===== src/crlf_pkg.sv =====
`default_nettype none
// ----------------------------------------------------------------------------
// CRLF line receiver package
// Shared constants for the line receiver: default sizes, field widths,
// operation codes and the terminator byte codes.
// ----------------------------------------------------------------------------
package crlf_pkg;

   localparam int LINE_LEN_DEFAULT = 64;
   localparam int SLOTS_DEFAULT    = 4;

   localparam int BYTE_W  = 8;
   localparam int SLOT_W  = 2;
   localparam int INDEX_W = 6;
   localparam int COUNT_W = 6;

   localparam logic OP_RECEIVE = 1'b0;
   localparam logic OP_READ    = 1'b1;

   localparam logic [BYTE_W-1:0] CODE_CR = 8'h0d;
   localparam logic [BYTE_W-1:0] CODE_LF = 8'h0a;

endpackage
`default_nettype wire


===== src/crlf_ram.sv =====
`default_nettype none
// ----------------------------------------------------------------------------
// CRLF generic RAM
// Single write port, single read port, registered read data with enable.
// ----------------------------------------------------------------------------
module crlf_ram #(
   parameter int WIDTH = 8,
   parameter int DEPTH = 64
) (
   input  wire logic                     clock,
   input  wire logic                     wr_en,
   input  wire logic [$clog2(DEPTH)-1:0] wr_addr,
   input  wire logic [WIDTH-1:0]         wr_data,
   input  wire logic                     rd_en,
   input  wire logic [$clog2(DEPTH)-1:0] rd_addr,
   output logic      [WIDTH-1:0]         rd_data
);

   logic [WIDTH-1:0] mem_ff [DEPTH];
   logic [WIDTH-1:0] rd_data_ff;

   always_ff @(posedge clock) begin
      if (wr_en) begin
         mem_ff[wr_addr] <= wr_data;
      end
      if (rd_en) begin
         rd_data_ff <= mem_ff[rd_addr];
      end
   end

   assign rd_data = rd_data_ff;

endmodule
`default_nettype wire


===== src/crlf_line_receiver_store.sv =====
`default_nettype none
// ----------------------------------------------------------------------------
// CRLF line receiver with line store
// Frames serial bytes into lines ended by CR LF, copies each finished line
// into a ring of line slots and serves single-byte reads of those slots.
// ----------------------------------------------------------------------------
//  Channel  Direction  Handshake         Word
//  req      in         req_valid/stall   operation, rx_byte, read_slot, read_index
//  rsp      out        rsp_valid/stall   read_data, line_done, cr_seen, byte_count,
//                                        next_slot
//
// A receive or a read word is answered from the output register after the LOAD state;
// a word that completes a line passes through the COPY state first, as the copy
// loop moves one byte per cycle through the buffer's read port into the line store.
// Reset is synchronous and clears the control and status registers only;
// both memories hold undefined data until written and need no clearing pass.
// A stalled result waits in its output register while the next word is taken.
// ----------------------------------------------------------------------------
module crlf_line_receiver_store #(
   parameter int LINE_LEN = crlf_pkg::LINE_LEN_DEFAULT,
   parameter int SLOTS    = crlf_pkg::SLOTS_DEFAULT
) (
   input  wire logic                          clock,
   input  wire logic                          reset,
   input  wire logic                          req_valid,
   output logic                               req_stall,
   input  wire logic                          req_operation,
   input  wire logic [crlf_pkg::BYTE_W-1:0]   req_rx_byte,
   input  wire logic [crlf_pkg::SLOT_W-1:0]   req_read_slot,
   input  wire logic [crlf_pkg::INDEX_W-1:0]  req_read_index,
   output logic                               rsp_valid,
   input  wire logic                          rsp_stall,
   output logic      [crlf_pkg::BYTE_W-1:0]   rsp_read_data,
   output logic                               rsp_line_done,
   output logic                               rsp_cr_seen,
   output logic      [crlf_pkg::COUNT_W-1:0]  rsp_byte_count,
   output logic      [crlf_pkg::SLOT_W-1:0]   rsp_next_slot
);

   import crlf_pkg::*;

   localparam int CW  = $clog2(LINE_LEN);
   localparam int SW  = $clog2(SLOTS * LINE_LEN);
   localparam int SLW = (SLOTS > 1) ? $clog2(SLOTS) : 1;

   typedef enum logic [2:0] {
      ST_IDLE = 3'b001,
      ST_COPY = 3'b010,
      ST_LOAD = 3'b100
   } state_type;

   state_type         state_ff, state_in;
   logic              op_ff, op_in;
   logic              in_range_ff, in_range_in;
   logic [CW-1:0]     count_ff, count_in;
   logic              cr_ff, cr_in;
   logic              done_ff, done_in;
   logic [SLW-1:0]    slot_ff, slot_in;
   logic [SW-1:0]     base_ff, base_in;
   logic [SW-1:0]     copy_base_ff, copy_base_in;
   logic [CW-1:0]     k_ff, k_in;
   logic [CW-1:0]     len_ff, len_in;
   logic              wr_valid_ff, wr_valid_in;
   logic [SW-1:0]     wr_addr_ff, wr_addr_in;
   logic              rsp_valid_ff, rsp_valid_in;
   logic [BYTE_W-1:0] rsp_read_data_ff, rsp_read_data_in;
   logic              rsp_line_done_ff, rsp_line_done_in;
   logic              rsp_cr_seen_ff, rsp_cr_seen_in;
   logic [COUNT_W-1:0] rsp_byte_count_ff, rsp_byte_count_in;
   logic [SLOT_W-1:0] rsp_next_slot_ff, rsp_next_slot_in;

   logic              req_accept;
   logic              out_free;
   logic [CW-1:0]     eff_count;
   logic              eff_cr;
   logic [CW-1:0]     rx_count;
   logic              rx_cr;
   logic              rx_complete;
   logic              rx_store;
   logic              slot_last;
   logic [CW+COUNT_W-1:0] count_ext;
   logic [SLW+SLOT_W-1:0] slot_ext;

   logic              buf_wr_en;
   logic              buf_rd_en;
   logic [BYTE_W-1:0] buf_rd_data;
   logic              store_wr_en;
   logic              store_rd_en;
   logic [SW-1:0]     store_rd_addr;
   logic [BYTE_W-1:0] store_rd_data;

   assign req_stall  = (state_ff != ST_IDLE);
   assign req_accept = req_valid && !req_stall;
   assign out_free   = !rsp_valid_ff || !rsp_stall;

   // A receive word after a completed line first clears all line status.
   assign eff_count = done_ff ? '0 : count_ff;
   assign eff_cr    = done_ff ? 1'b0 : cr_ff;
   assign slot_last = (slot_ff == SLW'(SLOTS - 1));

   always_comb begin
      rx_count    = eff_count;
      rx_cr       = eff_cr;
      rx_complete = 1'b0;
      rx_store    = 1'b0;
      if (eff_cr) begin
         if (req_rx_byte != CODE_LF) begin
            rx_count = '0;
            rx_cr    = 1'b0;
         end else begin
            rx_complete = 1'b1;
         end
      end else if (req_rx_byte == CODE_CR) begin
         rx_cr = 1'b1;
      end else begin
         rx_store = 1'b1;
         rx_count = (eff_count == CW'(LINE_LEN - 1)) ? '0 : eff_count + 1'b1;
      end
   end

   assign store_rd_addr = SW'(int'(req_read_slot) * LINE_LEN + int'(req_read_index));
   assign count_ext     = {{COUNT_W{1'b0}}, count_ff};
   assign slot_ext      = {{SLOT_W{1'b0}}, slot_ff};

   always_comb begin
      state_in          = state_ff;
      op_in             = op_ff;
      in_range_in       = in_range_ff;
      count_in          = count_ff;
      cr_in             = cr_ff;
      done_in           = done_ff;
      slot_in           = slot_ff;
      base_in           = base_ff;
      copy_base_in      = copy_base_ff;
      k_in              = k_ff;
      len_in            = len_ff;
      wr_valid_in       = wr_valid_ff;
      wr_addr_in        = wr_addr_ff;
      rsp_valid_in      = rsp_valid_ff && rsp_stall;
      rsp_read_data_in  = rsp_read_data_ff;
      rsp_line_done_in  = rsp_line_done_ff;
      rsp_cr_seen_in    = rsp_cr_seen_ff;
      rsp_byte_count_in = rsp_byte_count_ff;
      rsp_next_slot_in  = rsp_next_slot_ff;
      buf_wr_en         = 1'b0;
      buf_rd_en         = 1'b0;
      store_wr_en       = 1'b0;
      store_rd_en       = 1'b0;
      case (state_ff)
         ST_IDLE: begin
            if (req_accept) begin
               op_in = req_operation;
               if (req_operation == OP_READ) begin
                  store_rd_en = 1'b1;
                  in_range_in = (int'(req_read_slot) < SLOTS) &&
                                (int'(req_read_index) < LINE_LEN);
                  state_in    = ST_LOAD;
               end else begin
                  count_in  = rx_count;
                  cr_in     = rx_cr;
                  done_in   = rx_complete;
                  buf_wr_en = rx_store;
                  if (rx_complete) begin
                     len_in       = eff_count;
                     k_in         = '0;
                     wr_valid_in  = 1'b0;
                     copy_base_in = base_ff;
                     slot_in      = slot_last ? '0 : slot_ff + 1'b1;
                     base_in      = slot_last ? '0 : base_ff + SW'(LINE_LEN);
                     state_in     = ST_COPY;
                  end else begin
                     state_in = ST_LOAD;
                  end
               end
            end
         end
         ST_COPY: begin
            store_wr_en = wr_valid_ff;
            wr_valid_in = 1'b0;
            if (k_ff != len_ff) begin
               buf_rd_en   = 1'b1;
               k_in        = k_ff + 1'b1;
               wr_valid_in = 1'b1;
               wr_addr_in  = copy_base_ff + SW'(k_ff);
            end else if (!wr_valid_ff) begin
               state_in = ST_LOAD;
            end
         end
         ST_LOAD: begin
            if (out_free) begin
               rsp_valid_in      = 1'b1;
               rsp_read_data_in  = (op_ff == OP_READ && in_range_ff) ? store_rd_data : '0;
               rsp_line_done_in  = done_ff;
               rsp_cr_seen_in    = cr_ff;
               rsp_byte_count_in = count_ext[COUNT_W-1:0];
               rsp_next_slot_in  = slot_ext[SLOT_W-1:0];
               state_in          = ST_IDLE;
            end
         end
         default: begin
            state_in = ST_IDLE;
         end
      endcase
   end

   always_ff @(posedge clock) begin
      if (reset) begin
         state_ff     <= ST_IDLE;
         count_ff     <= '0;
         cr_ff        <= 1'b0;
         done_ff      <= 1'b0;
         slot_ff      <= '0;
         base_ff      <= '0;
         wr_valid_ff  <= 1'b0;
         rsp_valid_ff <= 1'b0;
      end else begin
         state_ff     <= state_in;
         count_ff     <= count_in;
         cr_ff        <= cr_in;
         done_ff      <= done_in;
         slot_ff      <= slot_in;
         base_ff      <= base_in;
         wr_valid_ff  <= wr_valid_in;
         rsp_valid_ff <= rsp_valid_in;
      end
      op_ff             <= op_in;
      in_range_ff       <= in_range_in;
      copy_base_ff      <= copy_base_in;
      k_ff              <= k_in;
      len_ff            <= len_in;
      wr_addr_ff        <= wr_addr_in;
      rsp_read_data_ff  <= rsp_read_data_in;
      rsp_line_done_ff  <= rsp_line_done_in;
      rsp_cr_seen_ff    <= rsp_cr_seen_in;
      rsp_byte_count_ff <= rsp_byte_count_in;
      rsp_next_slot_ff  <= rsp_next_slot_in;
   end

   crlf_ram #(
      .WIDTH (BYTE_W),
      .DEPTH (LINE_LEN)
   ) u_line_buffer (
      .clock   (clock),
      .wr_en   (buf_wr_en),
      .wr_addr (eff_count),
      .wr_data (req_rx_byte),
      .rd_en   (buf_rd_en),
      .rd_addr (k_ff),
      .rd_data (buf_rd_data)
   );

   crlf_ram #(
      .WIDTH (BYTE_W),
      .DEPTH (SLOTS * LINE_LEN)
   ) u_line_store (
      .clock   (clock),
      .wr_en   (store_wr_en),
      .wr_addr (wr_addr_ff),
      .wr_data (buf_rd_data),
      .rd_en   (store_rd_en),
      .rd_addr (store_rd_addr),
      .rd_data (store_rd_data)
   );

   assign rsp_valid      = rsp_valid_ff;
   assign rsp_read_data  = rsp_read_data_ff;
   assign rsp_line_done  = rsp_line_done_ff;
   assign rsp_cr_seen    = rsp_cr_seen_ff;
   assign rsp_byte_count = rsp_byte_count_ff;
   assign rsp_next_slot  = rsp_next_slot_ff;

   // A completed line always keeps its CR status until the next receive word.
   assert property (@(posedge clock) disable iff (reset) done_ff |-> cr_ff)
      else $error("line done without CR status");

   assert property (@(posedge clock) disable iff (reset)
      (state_ff == ST_COPY) |-> (k_ff <= len_ff))
      else $error("copy index ran past the line length");

   assert property (@(posedge clock) disable iff (reset)
      store_wr_en |-> (state_ff == ST_COPY))
      else $error("line store written outside the copy loop");

   assert property (@(posedge clock) disable iff (reset)
      (state_ff == ST_LOAD && out_free) |=> (rsp_valid_ff && state_ff == ST_IDLE))
      else $error("result not loaded into the output register");

   assert property (@(posedge clock) disable iff (reset)
      (state_ff == ST_IDLE && req_accept && req_operation == OP_RECEIVE &&
       !(eff_cr && req_rx_byte == CODE_LF)) |=> (state_ff == ST_LOAD))
      else $error("word without a completed line entered the copy loop");

endmodule
`default_nettype wire

===== config.mk =====
export PLATFORM = sky130hd
export DESIGN_NAME = crlf_line_receiver_store
export DESIGN_NICKNAME = d
export VERILOG_FILES = /design/src/crlf_pkg.sv /design/src/crlf_ram.sv /design/src/crlf_line_receiver_store.sv
export SDC_FILE = /design/constraint.sdc
export NUM_CORES = 2
export LEC_CHECK = 0
export ABC_AREA = 1
export BUFFER_PORTS_ARGS = -buffer_cell sky130_fd_sc_hd__buf_2
export CORE_AREA = 2 2 518 520
export CTS_CLUSTER_DIAMETER = 60
export DETAILED_ROUTE_END_ITERATION = 10
export DIE_AREA = 0 0 520 522
export SYNTH_ARGS = -nofsm -noshare
export SYNTH_HDL_FRONTEND = slang
export SYNTH_SLANG_ARGS = --single-unit

===== constraint.sdc =====
create_clock -name clock -period 12.9 [get_ports clock]
set_input_delay 1.935 -clock clock [delete_from_list [all_inputs] [get_ports clock]]
set_output_delay 1.935 -clock clock [all_outputs]
set_load 0.01 [all_outputs]

Yosys cells after proc, flatten, opt, wreduce, memory -nomap -nowiden. Memories as Yosys holds them, arrays and structs flattened. A register that Yosys moved wholly into a read port is not among the register bits. Index checks and enable logic that the tools add are counted.

Flip-flop bits (word level): 70. Memories: 2. Word-level logic and storage cells: 103. RAM bits: 2560.

Add/subtract/negate cells: 6. Reduce and logical (&&, ||, !) cells: 15. Mux-type cells: 45. Bitwise logic cells: 1. Equal/unequal tests: 16.

Memories: u_line_store.mem_ff (depth 256, width 8, rd ports 1, clocked after memory_dff 1, wr ports 1, line crlf_ram.sv:19) `logic [WIDTH-1:0] mem_ff [DEPTH];`; u_line_buffer.mem_ff (depth 64, width 8, rd ports 1, clocked after memory_dff 1, wr ports 1, line crlf_ram.sv:19).

Operators by type and width (count): $mux W6 (9); $mux W1 (25); $mux W3 (6); $add A8 B6 Y8 (2); $ne A2 B2 Y1 const B (7); $add A6 B1 Y6 const B (2); $pmux W6 S2 (1); $reduce_and A4 Y1 (3); $pmux W3 S3 (1); $add A8 B7 Y8 const B (1); $eq A8 B4 Y1 const B (1); $mux W8 (1); $ne A8 B4 Y1 const B (1); $eq A6 B6 Y1 const B (1); $ne A6 B6 Y1 (1); $reduce_and A2 Y1 (3); $reduce_and A5 Y1 (1); $eq A3 B1 Y1 const B (1); $eq A3 B2 Y1 const B (1); $eq A3 B3 Y1 const B (1); $logic_not A1 Y1 (3); $ne A3 B1 Y1 const B (1); $reduce_and A3 Y1 (1); $add A2 B1 Y2 const B (1); other kinds (7) (8).

Logic depth before layout (Yosys ltp).
Depth after elaboration: 8. Gate-level depth with buffers: 15. Depth with buffers taken out: 11.

Cells and area by module. A second synthesis with hierarchy kept.

Cell total of the unflattened synthesis: 9100. Area total of the unflattened synthesis: 107578.2 µm².

Modules (own cells, without submodules): crlf_ram (u_line_store) (area each 83476.3 µm², sequential area each 61739.2 µm², cells each 7003, times used 1); crlf_ram (u_line_buffer) (area each 21419.3 µm², sequential area each 15615.0 µm², cells each 1805, times used 1); crlf_line_receiver_store (area each 2682.6 µm², sequential area each 1571.5 µm², cells each 292, times used 1).

Least setup slack after synthesis. No wires, ideal clock.

Path kind: flip-flop to flip-flop. Start: reg u_line_buffer.rd_data_ff[0] (netlist: u_line_buffer.rd_data[0]), read port of u_line_buffer.mem_ff. End: mem u_line_store.mem_ff[0][0] (data pin). Cell stages (with the launch flop): 1. Path slack: 8.854 ns. Library setup time: 0.817 ns. Path buffers: 0. Arrival time: 3.228 ns. Period minus slack after synthesis: 4.046 ns. Cells stage by stage: edfxtp_1.

RTL lines: start: declaration (line crlf_ram.sv:20) `logic [WIDTH-1:0] rd_data_ff;`; end: declaration (line crlf_ram.sv:19).

Straight into the memory's write port.

Final worst setup path.
Start: in req_read_index[0] (netlist name). End: reg u_line_store.rd_data_ff[3] (netlist: u_line_store.rd_data[3]), read port of u_line_store.mem_ff (data pin).

Longest elaborated chain between the ends: 1.

Ends and longest elaborated chain: start: declaration (line crlf_line_receiver_store.sv:30) `input wire logic [crlf_pkg::INDEX_W-1:0] req_read_index,`; $add A8 B6 Y8 (line crlf_line_receiver_store.sv:121) `assign store_rd_addr = SW'(int'(req_read_slot) * LINE_LEN + int'(req_read_index));`; end: declaration (line crlf_ram.sv:20).

Every way passes these cells. A chain may end at the register's enable or synchronous reset.

==> impl_results.md <==
* Run status: finished, violations left
* Failing checks: max-slew violations
* Sequential element share of the synthesized area at ~74%
* FMAX at roughly 160 MHz
* Detailed-route via count at approximately 69000
* Post-DP HPWL at 159000 um
* Later-pin clock latency in the skew report at 0.86 ns
* WS Path Type: in -> reg
* Initial Utilization at between 30% and 40%
* Library cells used by synthesis at 34
* Final wirelength at about 300000 um
* Switching Share at between 20% and 30%
* Worst slew pin tran at 1.67 ns
* Int Power at ~15 mW
* Combinational Power Share at roughly a tenth
* Synth warnings at 0
* Hold Buf Count CTS at 0
* Pwr Density at roughly 170 mW/mm2
* Ys flop type: edfxtp_1
* Top-count cell post-synth: edfxtp_1
* Max-cap violations at 0
* CP arrival at slightly above 7 ns
* Worst Hold Class: reg -> reg
* 1st-pass router iterations at 8
* Vias/cell at around 5.6
* Pin count of the biggest net entering global routing at 228
* Clk sinks at 2634
* Finish-stage setup viols at 0
* Unrepaired setup endpoints after global routing: no
* Switching pwr at 4.92 mW
* Cell count after synthesis at roughly 8700
* Net Count, Synth at slightly below 9000
* Synth top area cells: edfxtp_1, nand3_1, nand2_1
* # port buffers at 40
* Crit Path Max Fanout at between 150 and 200
* CP startpoint kind: input port
* Clock buffer depth at 4
* Initial antenna violation count at 10
* Clock root cell: clkbuf_16
* Fin Clk Skew at 0.0535 ns
* CTS H-tree depth at 5
* Num ports at between 40 and 50
* First-pass GRT wire length at approximately 430000 um
* VDD IR max at ~0.17 mV
* Die X at 520 um
* Iter 0 DRT Violations at 8184
* TritonCTS buffer count at approximately 290
* Core Area at ~0.27 mm2
* Setup TNS at 0 ns
* Standard-cell rows at 190
* Routability cong. at just under 0.9
* Vias in the first global route at roughly 66000
* PostCTS Resize Cnt at 0
* M1 WL at roughly 120000 um
* Leak Pwr at just under 40 nW
* Setup bufs post-CTS at 0
* Final Hold Viols at 0
* DR WL met2 at between 100000 and 150000 um
* DIE AREA at 0.271 mm2
* Die Span Y at 522 um
* End of the worst hold path: wr_valid_ff
* CTS tree: done
* Hold depth at 2
* ANT nets after route at 0
* Clock slew at reported path FFs at around 0.06 ns
* Cell taking the most area after synthesis: edfxtp_1
* Hold_sp: wr_valid_ff
* Total power at approximately 20 mW
* # DRC at 0
* Most frequent cells after synthesis: edfxtp_1, nand2_1, nand3_1, nor2_1, buf_2
* Final Cycle Share at between 40% and 50%
* Gr usage total at a little over a fifth
* DR top layer: met5
* Post-synth EDFFs at roughly 2600
* Share of cells above drive strength 1 at roughly 6.4%
* Post-synthesis average cell area at between 10 and 15 um2
* Layout area overhead at 11.5%
* Clk network pwr share at 41.3%
* Worst r2r src: k_ff[1]
* GRT Residual Overflow at 0
* Slew margin rel. at -11.3%
* Slew Limit Fails at 112
* Fin nets at roughly 8600
* CP Capture Type: flop
* Sequential Power Share at approximately half
* Setup slack, reg-to-reg at between 8 and 9 ns
* DR WL/cell at around 24 um
* Met3 Wirelength at 23300 um
* Reg2Reg Depth at 9
* Capturing point of the worst reg2reg path: u_line_buffer.rd_data[6]
* WP data required at 13.59 ns
* Post-synthesis register bit count at ~2600
* Post-synth top area share at 74.1%
* Period minus WS final at around 6.4 ns
* Synthesized cell area at ~0.11 mm2
* Post-synth ARST share at 0%
==> worst max-delay path, cell delays in order <==
cell and delay [ns]:
buf_8 0.61, buf_4 0.86, buf_12 0.57, buf_4 0.87, buf_4 0.76, nand2_1 0.12, nand3_1 0.12, nand3_1 0.10
nand3_1 0.19, nand3_1 0.16, nand3_1 0.14, nand3_1 0.09, nand2_1 0.09, nand2_1 0.05, nand2_1 0.06
==> power by group through the flow <==
stage	Combinational [mW]	Sequential [mW]	Clock, mW
floorplan	1.20	9.78	0
global placement	1.97	9.72	0
detailed placement	1.99	9.72	0
CTS	2.00	9.54	8.20
global route	2.18	9.54	8.54
finish	2.01	9.54	8.11
==> cell usage in the layout (no fill, tap or decap), drive strengths merged, types with 30 or more instances in the layout <==
cell type / count
buf: 141
clkbuf: 353
clkinv: 96
edfxtp: 2617
inv: 96
nand2: 2245
nand3: 2072
nand4: 30
nor2: 624
o21ai: 270
o221ai: 56
o22ai: 72
==> through the flow <==
step                cells  instance area [um2]  utilization (%)  hold WS, ns  setup WS (ns)
global route        12400               118000             44.4        0.466           6.29
CTS                 12300               118000             44.4        0.462           6.66
global placement    11800               109000             40.9        0.425           5.80
detailed placement  11800               109000             40.9        0.446           5.77
finish              12400               118000             44.4        0.460           6.53
floorplan            8749               106000                -        0.406           8.85
==> sequential cells by signal, summed over array words and instances (netlist names), 3 cells and up <==
name                   flops
wr_addr_ff                 8
rsp_byte_count             6
len_ff                     6
k_ff                       6
u_line_buffer.mem_ff     512
state_ff                   3
u_line_store.mem_ff     2048
rsp_read_data              8
count_ff                   6
u_line_buffer.rd_data      8
u_line_store.rd_data       8
==> metal layers <==
layer	GRT usage, %	vias up
li1	-	31100
met1	28.6	34200
met2	33.7	2950
met3	3.42	529
met4	8.53	6
met5	0	-
==> logic make-up after synthesis <==
family / count (synthesis) / synth area share [%]
AND/OR/NAND/NOR: 4990 / 20.3
flip-flops: 2634 / 74.4
buffers and inverters: 674 / 2.74
AO/OA/AOI/OAI: 436 / 2.38
XOR/XNOR: 10 / 0.0826
adder cells (fa/ha/maj): 4 / 0.0472
other: 1 / 0.00354
==> worst max path at each step <==
stage	startpoint	end	slack (ns)	cells past startpoint
3_3_place_gp	req_read_index[0]	u_line_store.rd_data[3]	5.80	15
6_report	req_read_index[0]	u_line_store.rd_data[3]	6.53	15
5_1_grt	req_read_index[0]	u_line_store.rd_data[5]	6.29	15
4_1_cts	req_read_index[0]	u_line_store.rd_data[3]	6.66	15
2_1_floorplan	u_line_buffer.rd_data[0]	u_line_store.mem_ff[0][0]	8.85	0
3_5_place_dp	req_read_index[0]	u_line_store.rd_data[3]	5.77	15
==> cell type report <==
type | count | area [um2]
Fill cell | 23900 | 148000
Sequential cell | 2634 | 78900
Multi-Input combinational cell | 5441 | 24200
Clock buffer | 353 | 7620
Tap cell | 3552 | 4440
Clock inverter | 147 | 1550
Timing Repair Buffer | 141 | 1130
Inverter | 81 | 335
Antenna cell | 4 | 10.0
(Power assumes the default switching activity.)
